<file path="src/hdl/tfc_pkg.sv">
package tfc_pkg;

   // Header field codes
   localparam logic [15:0] ETHERTYPE_IPV4 = 16'h0800;
   localparam logic [7:0]  PROTO_TCP      = 8'd6;

   // Result destination codes
   localparam logic [1:0] DEST_FLOW    = 2'd0;
   localparam logic [1:0] DEST_OTHER   = 2'd1;
   localparam logic [1:0] DEST_DISCARD = 2'd2;
   localparam logic [1:0] DEST_FULL    = 2'd3;

   // Configuration register indexes
   localparam int unsigned CSR_INDEX_W = 2;
   localparam int unsigned CSR_DATA_W  = 32;
   localparam logic [CSR_INDEX_W-1:0] CSR_FILTER_ENABLE  = 2'd0;
   localparam logic [CSR_INDEX_W-1:0] CSR_FILTER_ADDRESS = 2'd1;
   localparam logic [CSR_INDEX_W-1:0] CSR_OTHER_ENABLE   = 2'd2;

   localparam int unsigned FLOW_NUMBER_W = 6;

   // Connection key: one table entry
   typedef struct packed {
      logic [31:0] src;
      logic [31:0] dst;
      logic [15:0] sport;
      logic [15:0] dport;
   } key_type;

   // Lookup token that walks the cell chain with a request
   typedef struct packed {
      logic act;     // a request occupies this slot
      logic found;   // matched or stored in an earlier cell
      logic fresh;   // the entry was created by this request
   } token_type;

endpackage

</file>
<file path="src/hdl/tfc_cell.sv">
module tfc_cell #(
   parameter int unsigned INDEX_W    = 6,
   parameter int unsigned COUNT_W    = 7,
   parameter int unsigned CELL_INDEX = 0
) (
   input  logic                clock,
   input  logic                reset,
   input  logic [COUNT_W-1:0]  flow_count,
   input  tfc_pkg::token_type  tok_in,
   input  tfc_pkg::key_type    key_in,
   input  logic [INDEX_W-1:0]  idx_in,
   output tfc_pkg::token_type  tok_out,
   output tfc_pkg::key_type    key_out,
   output logic [INDEX_W-1:0]  idx_out
);

   localparam logic [COUNT_W-1:0] MY_INDEX = COUNT_W'(CELL_INDEX);

   tfc_pkg::key_type   entry_ff;
   tfc_pkg::token_type tok_ff, tok_in_next;
   tfc_pkg::key_type   key_ff;
   logic [INDEX_W-1:0] idx_ff, idx_in_next;
   logic               entry_valid, fwd, rev, hit, store;

   // Entry is live once the count has passed this slot
   assign entry_valid = (MY_INDEX < flow_count);

   assign fwd = (entry_ff.src == key_in.src) && (entry_ff.dst == key_in.dst) &&
                (entry_ff.sport == key_in.sport) && (entry_ff.dport == key_in.dport);
   assign rev = (entry_ff.src == key_in.dst) && (entry_ff.dst == key_in.src) &&
                (entry_ff.sport == key_in.dport) && (entry_ff.dport == key_in.sport);

   assign hit   = tok_in.act && !tok_in.found && entry_valid && (fwd || rev);
   // first free slot takes a key that nobody matched
   assign store = tok_in.act && !tok_in.found && (flow_count == MY_INDEX);

   always_comb begin
      tok_in_next.act   = tok_in.act;
      tok_in_next.found = tok_in.found | hit | store;
      tok_in_next.fresh = tok_in.fresh | store;
      idx_in_next       = (hit || store) ? MY_INDEX[INDEX_W-1:0] : idx_in;
   end

   // Token control
   always_ff @(posedge clock) begin
      if (reset) begin
         tok_ff <= '0;
      end else begin
         tok_ff <= tok_in_next;
      end
   end

   // Payload hop and entry write
   always_ff @(posedge clock) begin
      key_ff <= key_in;
      idx_ff <= idx_in_next;
      if (store) begin
         entry_ff <= key_in;
      end
   end

   assign tok_out = tok_ff;
   assign key_out = key_ff;
   assign idx_out = idx_ff;

endmodule

</file>
<file path="config.mk">
export PLATFORM = sky130hd
export DESIGN_NAME = tfc_cell
export DESIGN_NICKNAME = d
export VERILOG_FILES = /design/src/hdl/tfc_pkg.sv /design/src/hdl/tfc_cell.sv
export SDC_FILE = /design/constraint.sdc
export NUM_CORES = 1
export LEC_CHECK = 0
export ABC_AREA = 1
export BUFFER_PORTS_ARGS = -buffer_cell sky130_fd_sc_hd__clkbuf_2
export CORE_ASPECT_RATIO = 0.9
export CORE_MARGIN = 4
export CORE_UTILIZATION = 45
export CTS_CLUSTER_SIZE = 10
export DETAILED_ROUTE_END_ITERATION = 8
export PLACE_DENSITY = 0.7
export SLEW_MARGIN = 20
export SYNTH_ARGS = -nofsm -noshare
export SYNTH_HDL_FRONTEND = slang
export SYNTH_SLANG_ARGS = --single-unit
</file>
<file path="constraint.sdc">
create_clock -name clock -period 5.4 [get_ports clock]
set_clock_uncertainty 0.2 [all_clocks]
set_input_delay 1.08 -clock clock [delete_from_list [all_inputs] [get_ports clock]]
set_output_delay 1.08 -clock clock [all_outputs]
set_load 0.03 [all_outputs]
</file>
# ---- After elaboration in Yosys (flattened, before gate mapping)
# Cells that the tools add are included.
dict set report totals {
  reg_bits 201
  latch_bits 0
  mem_bits_rw 0
  romBits 0
  input_bits 114
  output_inout_bits 105
  word_cells 38
  memories 0
}
dict set report op_classes {
  addsub 0
  multipliers 0
  div_mod_pow 0
  order_cmp 1
  n_eq_ne 8
  n_shift 0
  muxes 0
  bitwise 3
  n_reduce_logical 14
}
# cell n
set op_table {}
lappend op_table {{$eq A32 B32 Y1} 4}
lappend op_table {{$eq A16 B16 Y1} 4}
lappend op_table {{$logic_and A1 B1 Y1} 10}
lappend op_table {{$logic_not A7 Y1} 1}
lappend op_table {{$lt A1 B7 Y1 const A} 1}
lappend op_table {{$or A1 B1 Y1} 3}
lappend op_table {{$logic_or A1 B1 Y1} 2}
lappend op_table {{$logic_not A1 Y1} 1}

# ---- Longest topological paths before layout
dict set report logic_depth {
  depth_word 8
  mapped_depth 13
  ltp_nobuf 13
}

# ---- Least setup slack after synthesis
# Ideal clock, no wire load.
dict set report synth_timing {
  path_type {input -> register}
  start {input flow_count[1]}
  end {register entry_ff[0] (netlist name), enable pin}
  setup_ns 0.450
  arrival_time_ns 3.404
  t_required_ns 4.750
  setup_slack_ns 1.346
  path_stages 5
  path_buffers 0
  path_cell_list {nor2_1 -> nand2_1 -> nor4_1 -> nand2_1 -> inv_1}
}
dict set report synth_between {
  elab_chain_len 2
}
# element line
set synth_lines {}
lappend synth_lines {{start: declaration} tfc_cell.sv:8} ;# input logic [COUNT_W-1:0] flow_count,
lappend synth_lines {{$logic_not A7 Y1} tfc_cell.sv:35} ;# assign store = tok_in.act && !tok_in.found && (flow_count == MY_INDEX);
lappend synth_lines {{$logic_and A1 B1 Y1} tfc_cell.sv:35}
lappend synth_lines {{named net store} tfc_cell.sv:23} ;# logic entry_valid, fwd, rev, hit, store;
lappend synth_lines {{end signal: assignment} tfc_cell.sv:58} ;# entry_ff <= key_in;
lappend synth_lines {{end: declaration} tfc_cell.sv:19} ;# tfc_pkg::key_type entry_ff;
# The timed path passes the listed nets, and every way through them passes these cells.
# A chain may end at the register's enable or synchronous reset.

# ---- Worst setup path in the final report
dict set report layout_timing {
  start {input flow_count[3]}
  end {register entry_ff[17] (netlist name), enable pin}
}
# Same word-level chain as after synthesis.

==> flow_results.xml <==
<?xml version="1.0" encoding="UTF-8"?>
<metrics>
  <group name="synth">
    <metric name="synth_cells" unit="">952</metric>
    <metric name="yosysSeqAreaShare" unit="%">60.37</metric>
    <metric name="ys_seq_elements" unit="">201</metric>
    <metric name="yosysTopAreaCellShare" unit="%">34.91</metric>
    <metric name="synth_top_cells_by_area" unit="">sky130_fd_sc_hd__edfxtp_1 35%, sky130_fd_sc_hd__dfxtp_1 25%, sky130_fd_sc_hd__nand2_1 16%</metric>
    <metric name="synth_warnings" unit="">0</metric>
    <metric name="synthDistinctLibCells" unit="">10</metric>
    <metric name="netlist.top_cell.by_area" unit="">sky130_fd_sc_hd__edfxtp_1</metric>
    <metric name="post_synth.cell_area_avg" unit="um2">8.673</metric>
    <metric name="syn_nets" unit="">1066</metric>
    <metric name="syn_area" unit="um2">8257</metric>
  </group>
  <group name="layout">
    <metric name="insertedDiodeCount" unit="">0</metric>
    <metric name="layout_common_cells" unit="">353 x sky130_fd_sc_hd__nand2_1, 218 x sky130_fd_sc_hd__clkbuf_2, 152 x sky130_fd_sc_hd__nor2_1</metric>
    <metric name="drive_gt1_share" unit="%">20.56</metric>
    <metric name="final_net_count" unit="">1312</metric>
    <metric name="synthToLayoutAreaGrowth" unit="%">26.00</metric>
    <metric name="n_fill_cell" unit="">1569</metric>
    <metric name="layout_commonest_cell" unit="">sky130_fd_sc_hd__nand2_1</metric>
  </group>
  <group name="die">
    <metric name="die_ar" unit="um2">20580</metric>
    <metric name="rows" unit="">46</metric>
    <metric name="die_height" unit="um">136.5</metric>
    <metric name="die-width" unit="um">150.8</metric>
    <metric name="initial_core_util" unit="%">46.28</metric>
    <metric name="pin_count" unit="">219</metric>
    <metric name="coreArea" unit="um2">17840</metric>
  </group>
  <group name="flow_run">
    <metric name="cap_violations" unit="">0</metric>
  </group>
  <group name="place">
    <metric name="place_worst_setup_slack" unit="ns">1.991</metric>
    <metric name="post-dp-hpwl" unit="um">13590</metric>
    <metric name="portBuffers" unit="">218</metric>
    <metric name="place.gp.congestion" unit="">0.7889</metric>
  </group>
  <group name="routing">
    <metric name="ant_nets" unit="">0</metric>
    <metric name="drt_pass1_iterations" unit="">5</metric>
    <metric name="via_cell_ratio" unit="">4.295</metric>
    <metric name="detailedRoute.firstIterationViolations" unit="">234</metric>
    <metric name="drcViolationCount" unit="">0</metric>
    <metric name="routed_vias" unit="">6254</metric>
    <metric name="routed_wl" unit="um">17960</metric>
    <metric name="route.detailed.wl_per_inst" unit="um">12.34</metric>
  </group>
  <group name="worst_hold_path">
    <metric name="whs_endpoint" unit="">key_out[0]$_DFF_P_</metric>
    <metric name="min_delay_path_depth" unit="">1</metric>
    <metric name="hp-start" unit="">key_in[0]</metric>
    <metric name="holdCritPathClass" unit="">in2reg</metric>
  </group>
  <group name="setup_path">
    <metric name="timing_worst_setup_path_type" unit="">in2reg</metric>
    <metric name="r2r.worst_path.cells" unit="">12</metric>
    <metric name="crit_start" unit="">flow_count[3]</metric>
    <metric name="end_kind" unit="">register</metric>
    <metric name="critPathMaxFanout" unit="">74</metric>
    <metric name="timing.rr.end" unit="">idx_out[3]$_SDFF_PP0_</metric>
    <metric name="worstPathRequired" unit="ns">5.39</metric>
    <metric name="wp_data_arrival" unit="ns">2.88</metric>
    <metric name="start_kind" unit="">input port</metric>
    <metric name="r2r_setup_slack" unit="ns">3.44</metric>
    <metric name="timing.rr.start" unit="">entry_ff[58]$_DFFE_PP_</metric>
  </group>
  <group name="clock_network">
    <metric name="clockBufferDepth" unit="">3</metric>
    <metric name="clock_sinks" unit="">201</metric>
    <metric name="clk_root_buffer_cell" unit="">sky130_fd_sc_hd__clkbuf_16</metric>
    <metric name="cts_max_level" unit="">1</metric>
    <metric name="cts_setup_buffers" unit="">0</metric>
    <metric name="number_of_gates_given_a_new_drive_strength_after_cts" unit="">0</metric>
    <metric name="clkSlewWorstSetupHoldPaths" unit="ns">0.05</metric>
    <metric name="clock_buffers_created_by_tritoncts" unit="">24</metric>
    <metric name="postCtsHoldBufs" unit="">0</metric>
    <metric name="worst_skew_pair.late_latency" unit="ns">0.50</metric>
    <metric name="cts_tree" unit="">done</metric>
  </group>
  <group name="power">
    <metric name="power.share.combinational" unit="%">9.0</metric>
    <metric name="seqPwrFrac" unit="%">47.8</metric>
    <metric name="power.clock.fraction" unit="%">43.3</metric>
    <metric name="leakagePower" unit="nW">5.358</metric>
    <metric name="p_per_area" unit="nW/um2">332.0</metric>
    <metric name="vdd.ir_drop.worst" unit="mV">0.3308</metric>
    <metric name="switching_part_of_the_total" unit="%">23.30</metric>
    <metric name="net-switching-power" unit="W">0.0008046</metric>
    <metric name="pint" unit="W">0.002649</metric>
  </group>
  <group name="sta">
    <metric name="timing.final.max_slew_violations" unit="">0</metric>
    <metric name="final.min_clock_period" unit="ns">2.888</metric>
    <metric name="slew-limit-headroom" unit="%">34.49</metric>
    <metric name="rsz_0062_raised_after_global_routing" unit="">no</metric>
    <metric name="slew_at_the_pin_closest_to_its_max_slew_limit" unit="ns">0.9827</metric>
    <metric name="setup_tns_after_final_layout" unit="ns">0</metric>
    <metric name="setup_viol_count_final" unit="">0</metric>
    <metric name="report.final.hold_viol_count" unit="">0</metric>
    <metric name="layout_worst_path_cycle_share" unit="%">53.48</metric>
    <metric name="finalWorstSetupSlack" unit="ns">2.512</metric>
    <metric name="maxClockFrequency" unit="MHz">346.2</metric>
  </group>
  <group name="global_route">
    <metric name="grt_max_degree" unit="">75</metric>
    <metric name="track_usage" unit="%">17.12</metric>
    <metric name="first_pass_grt_wire_length" unit="um">28390</metric>
    <metric name="number_of_global_route_vias_before_repair" unit="">5808</metric>
    <metric name="antenna_violations_before_repair" unit="">0</metric>
    <metric name="grt-ovfl-total" unit="">0</metric>
  </group>
  <group name="outcome">
    <metric name="run_status" unit="">finished clean</metric>
  </group>
</metrics>
synth_stat cells, drive strengths merged:
| cell | count |
|---|---|
| nand2 | 353 |
| nor2 | 152 |
| inv | 149 |
| dfxtp | 105 |
| edfxtp | 96 |
| xor2 | 88 |
| a21oi | 5 |
| nand3 | 3 |
| nor4 | 1 |
logic make-up (layout without fill, tap and decap cells):
family,count (synthesis),after routing,synth area share (%)
simple gates,509,509,23.22
xor+xnor,88,88,9.335
buf+inv,149,413,6.774
compound gates,5,5,0.3030
flops,201,201,60.37
stage by stage:
stage,util (%),total power (W),hold slack (ns),cells,area (um2)
6_report,58.31,0.003454,0.5449,1456,10400
5_1_grt,58.31,0.003600,0.5206,1456,10400
4_1_cts,58.31,0.003498,0.5121,1456,10400
3_5_place_dp,54.17,0.001994,0.9106,1412,9666
3_3_place_gp,54.17,0.001989,0.8916,1412,9666
2_1_floorplan,-,0.001851,0.7128,952,8257
state kept, by name, summed over array words and instances, names as in the netlist:
name,count
entry_ff,96
idx_out,6
key_out,96
tok_out,3
layout make-up:
type,count,area (um2),share of cell area [%]
Sequential cell,201,4985,47.91
Timing Repair Buffer,220,1106,10.63
Tap cell,240,300.3,2.886
Clock buffer,44,738.2,7.096
Multi-Input combinational cell,602,2713,26.07
Inverter,149,561.8,5.400
worst max-delay path, cell delays in order:
cell                       delay (ns)
sky130_fd_sc_hd__clkbuf_2        0.08
sky130_fd_sc_hd__nor2_1          0.09
sky130_fd_sc_hd__nand2_1         0.05
sky130_fd_sc_hd__nor4_1          0.29
sky130_fd_sc_hd__nand2_1         0.16
sky130_fd_sc_hd__inv_4           0.72
sky130_fd_sc_hd__buf_4           0.36
worst max-delay path by stage:
| stage | to | cells after the start |
|---|---|---|
| final | entry_ff[17]$_DFFE_PP_ | 7 |
| after global routing | entry_ff[17]$_DFFE_PP_ | 7 |
| after CTS | entry_ff[17]$_DFFE_PP_ | 7 |
| after detailed placement | entry_ff[13]$_DFFE_PP_ | 7 |
| after global placement | entry_ff[12]$_DFFE_PP_ | 7 |
| after floorplan | entry_ff[0]$_DFFE_PP_ | 5 |
per-layer routing:
layer  track usage, %  up-vias  share of wire, %
li1                 -     3344                 -
met1            23.74     2709                46
met2            27.67      176                45
met3            3.675       25               6.9
met4            4.079        0               1.9
met5                0        -                 0
power groups by stage:
stage	clock (W)	sequential, W	combinational [W]
6_report	0.00149	0.00165	0.000309
4_1_cts	0.00154	0.00165	0.000313
3_5_place_dp	0	0.00168	0.000312
5_1_grt	0.00160	0.00165	0.000343
3_3_place_gp	0	0.00168	0.000308
2_1_floorplan	0	0.00177	0.0000829
No activity file was read; power rests on OpenSTA's default activity.
